==> config.mk <==
export PLATFORM = sky130hd
export DESIGN_NAME = searchable_fifo_queue
export DESIGN_NICKNAME = d
export VERILOG_FILES = /design/src/rtl/core/sfq_pkg.sv /design/src/rtl/core/searchable_fifo_queue.sv /design/src/rtl/core/sfq_ram.sv
export SDC_FILE = /design/constraint.sdc
export NUM_CORES = 1
export LEC_CHECK = 0
export ABC_AREA = 0
export ABC_CLOCK_PERIOD_IN_PS = 4200
export BUFFER_PORTS_ARGS = -buffer_cell sky130_fd_sc_hd__buf_2
export CAP_MARGIN = 20
export CORE_ASPECT_RATIO = 1.25
export CORE_MARGIN = 2
export CORE_UTILIZATION = 44
export DETAILED_ROUTE_END_ITERATION = 16
export MAX_ROUTING_LAYER = met4
export RECOVER_POWER = 25
export SETUP_SLACK_MARGIN = 0.5
export SYNTH_ARGS = -nofsm -noshare
export SYNTH_HDL_FRONTEND = slang
export SYNTH_HIERARCHICAL = 1
export SYNTH_SLANG_ARGS = --single-unit
==> constraint.sdc <==
create_clock -name clk_i -period 4.2 [get_ports clk_i]
set_input_delay 0.84 -clock clk_i [delete_from_list [all_inputs] [get_ports clk_i]]
set_output_delay 0.84 -clock clk_i [all_outputs]
set_load 0.01 [all_outputs]
==> src/rtl/core/sfq_pkg.sv <==
// Package for the searchable FIFO queue: ring depth, derived widths,
// command and status codes, controller states and the ring-advance helper.
// Depends on nothing; imported by searchable_fifo_queue.
`default_nettype none

package sfq_pkg;

  localparam int unsigned Depth   = 16;
  localparam int unsigned DataW   = 32;
  localparam int unsigned IdxW    = (Depth > 1) ? $clog2(Depth) : 1;
  localparam int unsigned CntW    = $clog2(Depth + 1);
  localparam int unsigned CmdW    = 2;
  localparam int unsigned StatusW = 2;
  localparam int unsigned PosW    = 4;
  localparam int unsigned OccW    = 5;

  typedef logic [IdxW-1:0] idx_t;
  typedef logic [CntW-1:0] cnt_t;

  typedef enum logic [CmdW-1:0] {
    CmdEnq  = 2'd0,
    CmdDeq  = 2'd1,
    CmdSrch = 2'd2
  } cmd_e;

  typedef enum logic [StatusW-1:0] {
    StatDone  = 2'd0,
    StatEmpty = 2'd1,
    StatFull  = 2'd2
  } status_e;

  typedef enum logic {
    StIdle,
    StSearch
  } state_e;

  // Advance a ring index, wrapping at the last entry.
  function automatic idx_t ring_next(input idx_t idx);
    ring_next = (idx == idx_t'(Depth - 1)) ? '0 : idx + idx_t'(1);
  endfunction

endpackage

`default_nettype wire

==> src/rtl/core/searchable_fifo_queue.sv <==
// Top level of the searchable FIFO queue: head/tail/count registers, the
// command sequencer and the search walk. Depends on sfq_pkg and sfq_ram.
// Usage: a transfer in happens when start_i is high and busy_o is low. Every
// command returns exactly one result, shown for one cycle with done_o high in
// the cycle after the command completes; the receiver cannot stall, so
// capture it then. Enqueue, dequeue and the unused command complete in the
// cycle they are taken and busy_o stays low, so one such command can follow
// every cycle. A search on an empty queue is equally quick. Otherwise a
// search walks the held entries oldest first through the single read port of
// the entry RAM, one entry per cycle: it holds busy_o until the first match
// or, with no match, until all held entries (at most 16) have been read, and
// its result shows in the cycle busy_o falls. There is no clearing pass after
// reset: only held entries are ever compared.
`default_nettype none

module searchable_fifo_queue
  import sfq_pkg::*;
(
  input  wire logic                      clk_i,
  input  wire logic                      rst_ni,
  input  wire logic                      start_i,
  output logic                           busy_o,
  input  wire logic        [CmdW-1:0]    cmd_i,
  input  wire logic signed [DataW-1:0]   value_i,
  output logic                           done_o,
  output logic             [StatusW-1:0] status_o,
  output logic                           found_o,
  output logic             [PosW-1:0]    position_o,
  output logic             [OccW-1:0]    occupancy_o
);

  // Control state.
  state_e state_q, state_d;
  idx_t   head_q, head_d;
  idx_t   tail_q, tail_d;
  cnt_t   count_q, count_d;
  idx_t   rd_idx_q, rd_idx_d;   // ring index of the next entry to read
  idx_t   k_q, k_d;             // position of the entry now on rdata
  logic   done_q, done_d;

  // Payload: search key and result registers.
  logic [DataW-1:0]   key_q, key_d;
  logic [StatusW-1:0] status_q, status_d;
  logic               found_q, found_d;
  logic [PosW-1:0]    pos_q, pos_d;
  logic [OccW-1:0]    occ_q, occ_d;

  logic             accept;
  logic             ram_we;
  idx_t             ram_raddr;
  logic [DataW-1:0] ram_rdata;

  assign accept = start_i && (state_q == StIdle);

  // Read the head at acceptance, then the walk pointer during a search.
  assign ram_raddr = (state_q == StIdle) ? head_q : rd_idx_q;

  sfq_ram #(
    .Depth (Depth),
    .Width (DataW)
  ) u_store (
    .clk_i   (clk_i),
    .we_i    (ram_we),
    .waddr_i (tail_q),
    .wdata_i (value_i),
    .raddr_i (ram_raddr),
    .rdata_o (ram_rdata)
  );

  always_comb begin
    state_d  = state_q;
    head_d   = head_q;
    tail_d   = tail_q;
    count_d  = count_q;
    rd_idx_d = rd_idx_q;
    k_d      = k_q;
    done_d   = 1'b0;
    key_d    = key_q;
    status_d = status_q;
    found_d  = found_q;
    pos_d    = pos_q;
    occ_d    = occ_q;
    ram_we   = 1'b0;

    unique case (state_q)
      StIdle: begin
        if (accept) begin
          // Default result: done, nothing found, occupancy as held.
          status_d = StatDone;
          found_d  = 1'b0;
          pos_d    = '0;
          occ_d    = OccW'(count_q);
          done_d   = 1'b1;
          unique case (cmd_i)
            CmdEnq: begin
              if (count_q >= cnt_t'(Depth)) begin
                status_d = StatFull;  // drop the value
              end else begin
                ram_we  = 1'b1;
                tail_d  = ring_next(tail_q);
                count_d = count_q + cnt_t'(1);
                occ_d   = OccW'(count_q + cnt_t'(1));
              end
            end
            CmdDeq: begin
              if (count_q == '0) begin
                status_d = StatEmpty;
              end else begin
                head_d  = ring_next(head_q);
                count_d = count_q - cnt_t'(1);
                occ_d   = OccW'(count_q - cnt_t'(1));
              end
            end
            CmdSrch: begin
              if (count_q != '0) begin
                // Head read is issued this cycle; hold the result until the walk ends.
                done_d   = 1'b0;
                key_d    = value_i;
                rd_idx_d = ring_next(head_q);
                k_d      = '0;
                state_d  = StSearch;
              end
            end
            default: begin
              // Unused command: report occupancy, change nothing.
            end
          endcase
        end
      end
      StSearch: begin
        if (ram_rdata == key_q) begin
          found_d = 1'b1;
          pos_d   = PosW'(k_q);
          done_d  = 1'b1;
          state_d = StIdle;
        end else if (cnt_t'(k_q) + cnt_t'(1) == count_q) begin
          done_d  = 1'b1;
          state_d = StIdle;
        end else begin
          // Advance the walk: the read of rd_idx_q goes out this cycle.
          rd_idx_d = ring_next(rd_idx_q);
          k_d      = k_q + idx_t'(1);
        end
      end
      default: begin
        state_d = StIdle;
      end
    endcase
  end

  always_ff @(posedge clk_i or negedge rst_ni) begin
    if (!rst_ni) begin
      state_q  <= StIdle;
      head_q   <= '0;
      tail_q   <= '0;
      count_q  <= '0;
      rd_idx_q <= '0;
      k_q      <= '0;
      done_q   <= 1'b0;
    end else begin
      state_q  <= state_d;
      head_q   <= head_d;
      tail_q   <= tail_d;
      count_q  <= count_d;
      rd_idx_q <= rd_idx_d;
      k_q      <= k_d;
      done_q   <= done_d;
    end
  end

  always_ff @(posedge clk_i) begin
    key_q    <= key_d;
    status_q <= status_d;
    found_q  <= found_d;
    pos_q    <= pos_d;
    occ_q    <= occ_d;
  end

  assign busy_o      = (state_q != StIdle);
  assign done_o      = done_q;
  assign status_o    = status_q;
  assign found_o     = found_q;
  assign position_o  = pos_q;
  assign occupancy_o = occ_q;

  // A search walk only runs over held entries.
  assert property (@(posedge clk_i) disable iff (!rst_ni)
    (state_q == StSearch) |-> (cnt_t'(k_q) < count_q))
    else $error("search position beyond held entries");

  // The count never exceeds the ring depth.
  assert property (@(posedge clk_i) disable iff (!rst_ni)
    count_q <= cnt_t'(Depth))
    else $error("entry count above depth");

  // A search on a non-empty queue enters the walk.
  assert property (@(posedge clk_i) disable iff (!rst_ni)
    (accept && (cmd_i == CmdSrch) && (count_q != '0)) |=> (busy_o && !done_o))
    else $error("search did not start walk");

  // A found result is always a completed search with status done.
  assert property (@(posedge clk_i) disable iff (!rst_ni)
    (done_o && found_o) |-> (status_o == StatDone))
    else $error("found flag with non-done status");

  // The entry count is unchanged during a search walk.
  assert property (@(posedge clk_i) disable iff (!rst_ni)
    (state_q == StSearch) |=> $stable(count_q))
    else $error("count changed during search");

endmodule

`default_nettype wire

==> src/rtl/core/sfq_ram.sv <==
// Generic single-write, single-read synchronous RAM with registered read data.
// Depends on nothing; used by searchable_fifo_queue as the entry store.
`default_nettype none

module sfq_ram #(
  parameter int unsigned Depth = 16,
  parameter int unsigned Width = 32
) (
  input  wire logic                     clk_i,
  input  wire logic                     we_i,
  input  wire logic [$clog2(Depth)-1:0] waddr_i,
  input  wire logic [Width-1:0]         wdata_i,
  input  wire logic [$clog2(Depth)-1:0] raddr_i,
  output logic      [Width-1:0]         rdata_o
);

  logic [Width-1:0] mem [Depth];

  always_ff @(posedge clk_i) begin
    if (we_i) begin
      mem[waddr_i] <= wdata_i;
    end
  end

  always_ff @(posedge clk_i) begin
    rdata_o <= mem[raddr_i];
  end

endmodule

`default_nettype wire

==> results.tsv, run 1 <==
stage	metric	value	unit
die	die_h	260	um
die	core-area	0.0523	mm2
global_route	grt_pass1_wl	72900	um
yosys	synth_fa_ha_area_share	0.324	%
timing	hold_viol_final	0	
routing	num_vias	10897	
timing	timing.final.crit_share	67.7	%
finish	nFillCells	4146	
yosys	async_flop_share	3.76	%
worst_setup_path	path_cells	inv_1, nand2_1, nor4_2, buf_4, or3b_2, nor2_4, buf_4	
worst_setup_path	arrival	3120	ps
worst_setup_path	ff2ff_setup_slack	1350	ps
timing	fin_crit	2850	ps
global_route	grt-ovfl-total	0	
yosys	yosys-top-cells-count	edfxtp_1 (556), mux4_2 (128), a22oi_1 (64)	
power	p_clk_share	28.7	%
power	p_leak	8.48	nW
cts	max-clock-path-buffers	3	
yosys	synth_nets	1147	
yosys	syn_inst	1104	
worst_setup_path	end_kind	register	
yosys	synthTopCellsByArea	edfxtp_1 (72%), mux4_2 (12%), dfxtp_1 (2.8%)	
finish	fin_area	0.0264	mm2
power	p_sw	0.00564	W
worst_setup_path	path_depth	7	
placed_design	port_buffers	50	
timing	finClkSkew	32.4	ps
cts	numCtsBuffers	57	
yosys	synthMuxAreaShare	13.2	%
placed_design	place_congestion	0.818	
global_route	antenna_found_initial	1	
die	io_pins	51	
power	power.density	693	mW/mm2
worst_setup_path	critPathTopFamily	simple AND/OR/NAND/NOR gates	
worst_setup_path	crit_buf_inv	3	
die	rows	94	
worst_setup_path	reg2reg_depth	7	
die	start_util	44.2	%
worst_setup_path	cp_max_fo	21	
worst_setup_path	cp-start-kind	register	
yosys	ys_types	59	
routing	first_iter_violations	1061	
worst_setup_path	slowest_delay	590	ps
worst_setup_path	crit_top_cell	buf_4	
cts	clock_latency	630	ps
timing	finalMaxSlewViolations	0	
die	die_area	0.0545	mm2
cts	clk_pin_slew	60	ps
placed_design	post_dp_cell_area	0.0245	mm2
worst_setup_path	cp_slowest_cell	or3b_2	
global_route	gr-usage-all-layers	18.9	%
yosys	synth_xor_area_share	1.55	%
timing	slew-limit-headroom	14.3	%
power	seqPwrFrac	40.6	%
yosys	ys_seq_elements	611	
yosys	yosysMostFrequentCell	edfxtp_1	
status	run_status	finished clean	
global_route	grt_pass1_vias	11147	
finish	drive_above_1_share	26.0	%
timing	fmax	351	MHz
routing	wl_met3	2460	um
power	p_int	0.0127	W
yosys	ys_seq_area_share	77.4	%
placed_design	dp_hpwl	30900	um
routing	via_per_inst	5.69	
yosys	yosys.area_share.simple	2.97	%
power	vdd_ir_drop_max	382	uV
timing	rsz0062_at_grt	no	
timing	setup_viol	0	
finish	area_growth	14.2	%
cts	cts_hold_buf	0	
global_route	grt_max_degree	54	
timing	setup-tns-final	0	ps
hold_path	hp-class	primary input to asynchronous set/reset pin	
finish	final_util	50.5	%
timing	worstMarginPinSlew	1290	ps
yosys	synth_area_per_cell	21.0	um2
power	swShare	30.8	%
yosys	synth_edf_count	556	
routing	drt_wl_total	48900	um
cts	cts_tree	yes	
finish	fin_nets	1236	
cts	h-tree-depth	2	
routing	remaining_drc_errors	0	
worst_setup_path	path_class	register to register	
worst_setup_path	critPathRequiredTime	4480	ps
yosys	synth_area	0.0231	mm2
routing	routed-wl-met2	24000	um
yosys	synth-compound-area-share	3.29	%
routing	avgRoutedWirePerCell	25.5	um
die	die_x	209	um
yosys	synth_top_family_by_area	multiplexers	
yosys	netlist.area_leader.share	72.1	%
routing	top_layer_used	met4	
routing	ant_nets	0	
routing	drt_first_pass_iters	5	
cts	cts_root_buf	clkbuf_16	
power	power.share.combinational	30.7	%
cts	cts_sinks	611	
timing	holdWs	490	ps
cts	ctsResizeCount	0	
yosys	synth-main-ff-cell	edfxtp_1	
job	drv_cap	0	
cts	cts_setup_buffers	0	
routing	wl_met1	21300	um
yosys	ys_warn_count	6	
yosys	yosysTopAreaCell	edfxtp_1	
-- flip-flops by register name, indices dropped and copies added (netlist names) --
| register | count |
|---|---|
| k_q | 4 |
| found_o | 1 |
| tail_q | 4 |
| key_q | 32 |
| position_o | 4 |
| count_q | 5 |
| status_o | 2 |
| u_store/mem | 512 |
| head_q | 4 |
| busy_o | 1 |
| done_o | 1 |
| rd_idx_q | 4 |
| occupancy_o | 5 |
| u_store/rdata_o | 32 |
-- path summary, 6_finish.rpt --
check / from / endpoint
worst min register to register: head_q[2]$_DFFE_PN0P_ / head_q[2]$_DFFE_PN0P_
min in group clk_i: start_i / done_o$_DFF_PN0_
max in group asynchronous: rst_ni / busy_o$_DFF_PN0_
worst max register to register: busy_o$_DFF_PN0_ / u_store/mem[1][17]$_DFFE_PP_
worst min-delay path: rst_ni / count_q[2]$_DFFE_PN0P_
worst max-delay path: busy_o$_DFF_PN0_ / u_store/mem[1][17]$_DFFE_PP_
-- cell families after synthesis --
logic type               Yosys count
multiplexers                     144
flip-flops                       611
AO/OA/AOI/OAI                    107
adder cells (fa/ha/maj)            6
XOR/XNOR                          41
AND/OR/NAND/NOR                  134
buffers and inverters             61
-- cells in the final DEF, fill, tap and decap left out, types with 10 or more instances in the layout --
| cell | netlist | layout |
|---|---|---|
| buf_2 | 10 | 30 |
| dfxtp_1 | 32 | 32 |
| mux4_2 | 128 | 128 |
| o21ai_0 | 17 | 17 |
| clkinv_2 | 0 | 13 |
| nor2_4 | 0 | 13 |
| nand2_1 | 55 | 55 |
| dfrtp_1 | 23 | 23 |
| clkbuf_16 | 0 | 57 |
| xnor2_1 | 31 | 31 |
| buf_4 | 10 | 25 |
| edfxtp_1 | 556 | 556 |
| a22oi_1 | 64 | 64 |
| xor2_1 | 10 | 10 |
| clkbuf_1 | 21 | 33 |
-- power by group through the flow --
stage	sequential (W)	clock, W	combinational, W
3_3_place_gp	0.00756	0	0.00567
3_5_place_dp	0.00757	0	0.00570
5_1_grt	0.00749	0.00558	0.00607
4_1_cts	0.00744	0.00537	0.00572
6_report	0.00744	0.00525	0.00562
2_1_floorplan	0.00747	0	0.00405
-- layer usage --
metal	vias up	global-route usage, %
li1	4732	-
met1	5797	25.7
met2	295	29.5
met3	73	3.30
met4	0	5.40
met5	-	-
-- area by class of cell --
class,count,area (um2),area share [%]
Clock buffer,78,1590,6.00
Antenna cell,1,2.50,0.00947
Clock inverter,29,354,1.34
Inverter,8,30.0,0.114
Sequential cell,611,17900,67.8
Multi-Input combinational cell,432,5130,19.4
Tap cell,672,841,3.18
Timing Repair Buffer,83,573,2.17
-- stage by stage --
step | instances | power [W] | setup WS [ps]
2_1_floorplan | 1104 | 0.0115 | 225
6_report | 1914 | 0.0183 | 1350
3_5_place_dp | 1806 | 0.0133 | 948
3_3_place_gp | 1806 | 0.0132 | 956
4_1_cts | 1913 | 0.0185 | 1300
5_1_grt | 1913 | 0.0191 | 1160
(Power assumes the default switching activity.)
==> inputs of run 2 (changes only) <==
Settings changed: ABC_CLOCK_PERIOD_IN_PS 4200 to 2400.
Clock period 4.2 ns to 2.4 ns, I/O delays scaled along.
==> run 2 against run 1 <==
Routed wire length increased by 33%; count of clock-buffer cells in the layout rose by 13; sequential share of layout area shrank 9.7 points; fmax rose by 20%; total power increased by 100%; critical endpoint is now u_store/mem[5][28]$_DFFE_PP_; highest routed layer unchanged.
==> results.tsv, run 2 (synthesis gave the netlist of run 1 again) <==
stage	metric	value	unit
worst_setup_path	crit_buf_inv	7	
global_route	antenna_found_initial	2	
die	die_h	260	um
timing	slew-limit-headroom	48.4	%
finish	regMostFlops	u_store/mem	
global_route	gr-usage-all-layers	23.5	%
timing	timing.final.crit_share	98.6	%
timing	fin_crit	2370	ps
worst_setup_path	cp-start-kind	register	
timing	fmax	423	MHz
die	die_area	0.0545	mm2
cts	cts_sinks	611	
worst_setup_path	slowest_delay	450	ps
finish	largest_reg_flops	512	
finish	fin_nets	1460	
global_route	grt_max_degree	37	
finish	instances_no_fill	2139	
global_route	top_usage_layer	met2	
timing	setup_viol	0	
worst_setup_path	r2r-end	u_store/mem[5][28]$_DFFE_PP_	
power	power	0.0366	W
timing	hold_viol_final	0	
power	vdd_ir_drop_max	970	uV
worst_setup_path	end_kind	register	
routing	ant_nets	0	
die	die_x	209	um
placed_design	place_congestion	0.766	
worst_setup_path	path_cells	clkinv_4, nand2_4, nor4_4, buf_4, buf_6, nand3b_1, buf_6, buf_12, nor2_4, buf_12, clkbuf_16	
timing	rsz0062_at_grt	yes	
global_route	grtUsageMet2	40.1	%
worst_setup_path	critPathRequiredTime	2730	ps
placed_design	place_ws	47.4	ps
finish	layout_common_cells	edfxtp_1 (556), mux4_2 (128), clkbuf_16 (80), buf_12 (64), buf_4 (56)	
placed_design	dp_hpwl	30000	um
cts	clock_latency	630	ps
global_route	grt_pass1_vias	12618	
routing	remaining_drc_errors	0	
worst_setup_path	critPathTopFamily	buffers and inverters	
power	p_leak	10.4	nW
global_route	grt_pass1_wl	88200	um
worst_setup_path	ff2ff_setup_slack	30	ps
cts	max-clock-path-buffers	3	
global_route	grt-ovfl-total	0	
worst_setup_path	path_depth	11	
finish	top_regs	u_store/mem (512), key_q (32), u_store/rdata_o (32)	
timing	worstMarginPinSlew	775	ps
cts	cts_tree	yes	
worst_setup_path	critical_path.startpoint	busy_o$_DFF_PN0_	
cts	h-tree-depth	2	
hold_path	hp-class	primary input to register	
global_route	use_met3	4.04	%
routing	via_per_inst	5.86	
routing	num_vias	12536	
worst_setup_path	cp_slowest_cell	dfrtp_2	
finish	area_growth	33.3	%
status	run_status	finished clean	
placed_design	port_buffers	50	
job	drv_cap	0	
global_route	grtUsageMet1	29.1	%
timing	finClkSkew	22.3	ps
worst_setup_path	r2r-start	busy_o$_DFF_PN0_	
routing	avgRoutedWirePerCell	30.4	um
die	rows	94	
routing	first_iter_violations	1261	
worst_setup_path	path_class	register to register	
cts	numCtsBuffers	57	
hold_path	hold_path_depth	3	
placed_design	dpl.cell_count	1856	
cts	clk_pin_slew	60	ps
worst_setup_path	reg2reg_depth	11	
finish	drive_above_1_share	42.3	%
worst_setup_path	arrival	2700	ps
finish	layout_commonest_cell	edfxtp_1	
power	power.density	1190	mW/mm2
cts	cts_root_buf	clkbuf_16	
routing	drt_first_pass_iters	5	
worst_setup_path	crit_end	u_store/mem[5][28]$_DFFE_PP_	
routing	drt_wl_total	65100	um
die	io_pins	51	
timing	setup_slack	33.5	ps
worst_setup_path	cp_max_fo	7	
die	start_util	44.2	%
timing	finalMaxSlewViolations	0	
die	core-area	0.0523	mm2
run 2: cell count changes in the layout (fill, tap and decap cells not counted), sizes merged:
cell         change
buf            +200
clkbuf          +35
clkinv           -8
bufinv           -3
dlygate4sd3      +1
inv              -1
nor2b            +1
run 2: routing by layer:
metal / share of wire [%] / vias to the layer above / wire (um)
met5: 0 / - / 0
met4: 3.2 / 0 / 2080
met3: 6.3 / 112 / 4130
met2: 53 / 500 / 34400
met1: 38 / 6720 / 24500
li1: - / 5204 / -
run 2: power by group:
| group | total (W) | switching [W] | internal, W |
|---|---|---|---|
| Combinational | 0.0146 | 0.00702 | 0.00755 |
| Clock | 0.00906 | 0.00392 | 0.00514 |
| Sequential | 0.0130 | 0.000513 | 0.0124 |
| Total | 0.0366 | 0.0115 | 0.0251 |
run 2: tightest hold or removal path, stage by stage:
cell and delay, ps:
buf_2 120, nand2_1 60, o21ai_1 50
run 2: layout make-up:
class	instances	area (um2)
fill	3590	21500
tap	672	841
timing repair buffer	306	4610
inverter	8	51.3
sequential	611	17900
clock inverter	17	191
multi-input combinational	433	5580
clock buffer	91	1690
antenna	1	2.50
run 2: metrics by stage:
stage	hold WS (ps)	TNS [ps]	util, %	instance area, um2
after floorplan	184	-98110	-	23500
after global placement	507	0	48.4	25300
after detailed placement	523	0	48.4	25300
after CTS	106	0	56.8	29700
after global routing	141	0	59.0	30900
final	137	0	59.0	30900
run 2: what timing repair did:
item                       CTS  global route
gates resized for setup    164            64
gates cloned                43            25
pin swaps                   52            47
hold buffers                 1             0
setup buffers               81            24
setup endpoints to repair  594           570
hold endpoints to repair    23             0
run 2: worst min-delay path by stage:
stage / start / to
6_report: start_i / done_o$_DFF_PN0_
3_5_place_dp: rst_ni / count_q[0]$_DFFE_PN0P_
2_1_floorplan: rst_ni / busy_o$_DFF_PN0_
5_1_grt: start_i / done_o$_DFF_PN0_
4_1_cts: start_i / done_o$_DFF_PN0_
3_3_place_gp: rst_ni / count_q[0]$_DFFE_PN0P_
==> inputs of run 3 (changes only) <==
Settings changed: CTS_BUF_LIST set to sky130_fd_sc_hd__clkbuf_16.
==> run 3 against run 2 <==
Global-route usage is 0.57 points lower; cell count down 1.4%; combinational power fell by 5%; fmax increased by 4.0%; hold slack improved by 3.8 ps; setup slack improved by 92 ps; first-iteration DRC count fell by 15%; cell area decreased by 2.1%; clock skew up 2.3 ps; routed wire length fell by 5.2%; via count decreased by 2.8%; sequential share of layout area is 1.2 points higher; highest routed layer unchanged.
==> results.tsv, run 3 (synthesis gave the netlist of run 1 again) <==
stage	metric	value	unit
status	run_status	finished clean	
worst_setup_path	cp-start-kind	register	
finish	final_util	57.8	%
finish	regMostFlops	u_store/mem	
global_route	grt_pass1_wl	86600	um
timing	finClkSkew	24.6	ps
hold_path	hp-class	primary input to register	
global_route	grt_max_degree	59	
timing	setup_viol	0	
finish	fin_nets	1431	
global_route	grt-ovfl-total	0	
placed_design	place_congestion	0.766	
finish	diodes	0	
worst_setup_path	r2r-start	count_q[4]$_DFFE_PN0P_	
routing	drt_first_pass_iters	5	
worst_setup_path	end_kind	register	
routing	first_iter_violations	1072	
cts	max-clock-path-buffers	3	
power	power.density	1170	mW/mm2
finish	nFillCells	3707	
finish	top_regs	u_store/mem (512), key_q (32), u_store/rdata_o (32)	
worst_setup_path	path_class	register to register	
job	drv_cap	0	
die	core-area	0.0523	mm2
global_route	antenna_found_initial	1	
timing	hold_viol_final	0	
worst_setup_path	r2r-end	u_store/mem[6][2]$_DFFE_PP_	
finish	area_growth	30.6	%
timing	finalMaxSlewViolations	0	
timing	fmax	440	MHz
timing	worstMarginPinSlew	824	ps
worst_setup_path	ff2ff_setup_slack	130	ps
timing	fin_crit	2270	ps
global_route	grt_pass1_vias	12626	
die	rows	94	
power	vdd_ir_drop_max	760	uV
worst_setup_path	arrival	2600	ps
finish	drive_above_1_share	40.4	%
finish	layout_commonest_cell	edfxtp_1	
placed_design	post_dp_cell_area	0.0253	mm2
timing	holdWs	141	ps
timing	slew-limit-headroom	45.0	%
placed_design	port_buffers	50	
cts	cts_sinks	611	
routing	num_vias	12189	
finish	layout_common_cells	edfxtp_1 (556), mux4_2 (128), clkbuf_16 (73), buf_12 (62)	
global_route	gr-usage-all-layers	22.9	%
hold_path	hold_end	done_o$_DFF_PN0_	
finish	fin_area	0.0302	mm2
die	io_pins	51	
timing	timing.final.crit_share	94.8	%
hold_path	hold_path_depth	3	
finish	largest_reg_flops	512	
cts	clock_latency	630	ps
hold_path	worstHoldStart	start_i	
routing	drt_wl_total	61700	um
power	p_leak	10.2	nW
routing	via_per_inst	5.78	
routing	ant_nets	0	
die	die_x	209	um
timing	rsz0062_at_grt	yes	
cts	cts_root_buf	clkbuf_16	
placed_design	dp_hpwl	30000	um
routing	remaining_drc_errors	0	
cts	h-tree-depth	2	
worst_setup_path	reg2reg_depth	9	
cts	clk_pin_slew	60	ps
cts	numCtsBuffers	57	
routing	avgRoutedWirePerCell	29.3	um
die	start_util	44.2	%
worst_setup_path	cp_max_fo	8	
die	die_area	0.0545	mm2
cts	cts_tree	yes	
worst_setup_path	critPathRequiredTime	2730	ps
die	die_h	260	um
run 3: final cells by class:
class / instances / area [um2] / share of cell area, %
clock inverter: 50 / 315 / 1.04
sequential: 611 / 17900 / 59.3
timing repair buffer: 277 / 4090 / 13.5
clock buffer: 58 / 1450 / 4.80
inverter: 8 / 51.3 / 0.170
tap: 672 / 841 / 2.78
multi-input combinational: 433 / 5570 / 18.4
run 3: critical path: stages (launching register included):
cell	delay, ps
dfrtp_2	460
nor4_4	360
buf_4	200
buf_6	90
nand3b_1	140
buf_6	180
buf_12	120
nor2_4	90
buf_12	170
clkbuf_16	170
run 3: per-layer routing:
layer	global-route usage [%]	share of wire [%]	vias to the layer above
met2	39.5	53	400
li1	-	-	5153
met4	5.89	3.0	0
met3	3.83	6.1	111
met5	-	0	-
met1	28.2	38	6525
run 3: worst max-delay path by stage:
stage / from / end
floorplan: busy_o$_DFF_PN0_ / u_store/mem[0][0]$_DFFE_PP_
global placement: busy_o$_DFF_PN0_ / u_store/rdata_o[30]$_DFF_P_
detailed placement: start_i / u_store/mem[0][7]$_DFFE_PP_
CTS: busy_o$_DFF_PN0_ / u_store/rdata_o[16]$_DFF_P_
global route: busy_o$_DFF_PN0_ / u_store/mem[7][12]$_DFFE_PP_
finish: count_q[4]$_DFFE_PN0P_ / u_store/mem[6][2]$_DFFE_PP_
run 3: repair_timing:
item,4_1_cts,5_1_grt
resized for setup,162,49
endpoints found under the setup margin,594,570
pin swaps,53,42
setup buffers,77,8
hold endpoints to repair,23,0
hold buffers,1,0
cloned,41,18
run 3: report_power, final:
| part | switching (W) | internal, W | total [W] |
|---|---|---|---|
| registers | 0.000495 | 0.0124 | 0.0129 |
| clock network | 0.00389 | 0.00469 | 0.00858 |
| logic | 0.00680 | 0.00709 | 0.0139 |
| total | 0.0112 | 0.0242 | 0.0354 |
run 3: metrics by stage:
stage               TNS (ps)  worst slack [ps]  std cells  power, W
floorplan             -98110              -498       1104    0.0207
global placement           0              49.9       1856    0.0240
detailed placement         0              47.4       1856    0.0240
CTS                        0               160       2083    0.0348
global route               0              91.9       2109    0.0367
finish                     0               126       2109    0.0354
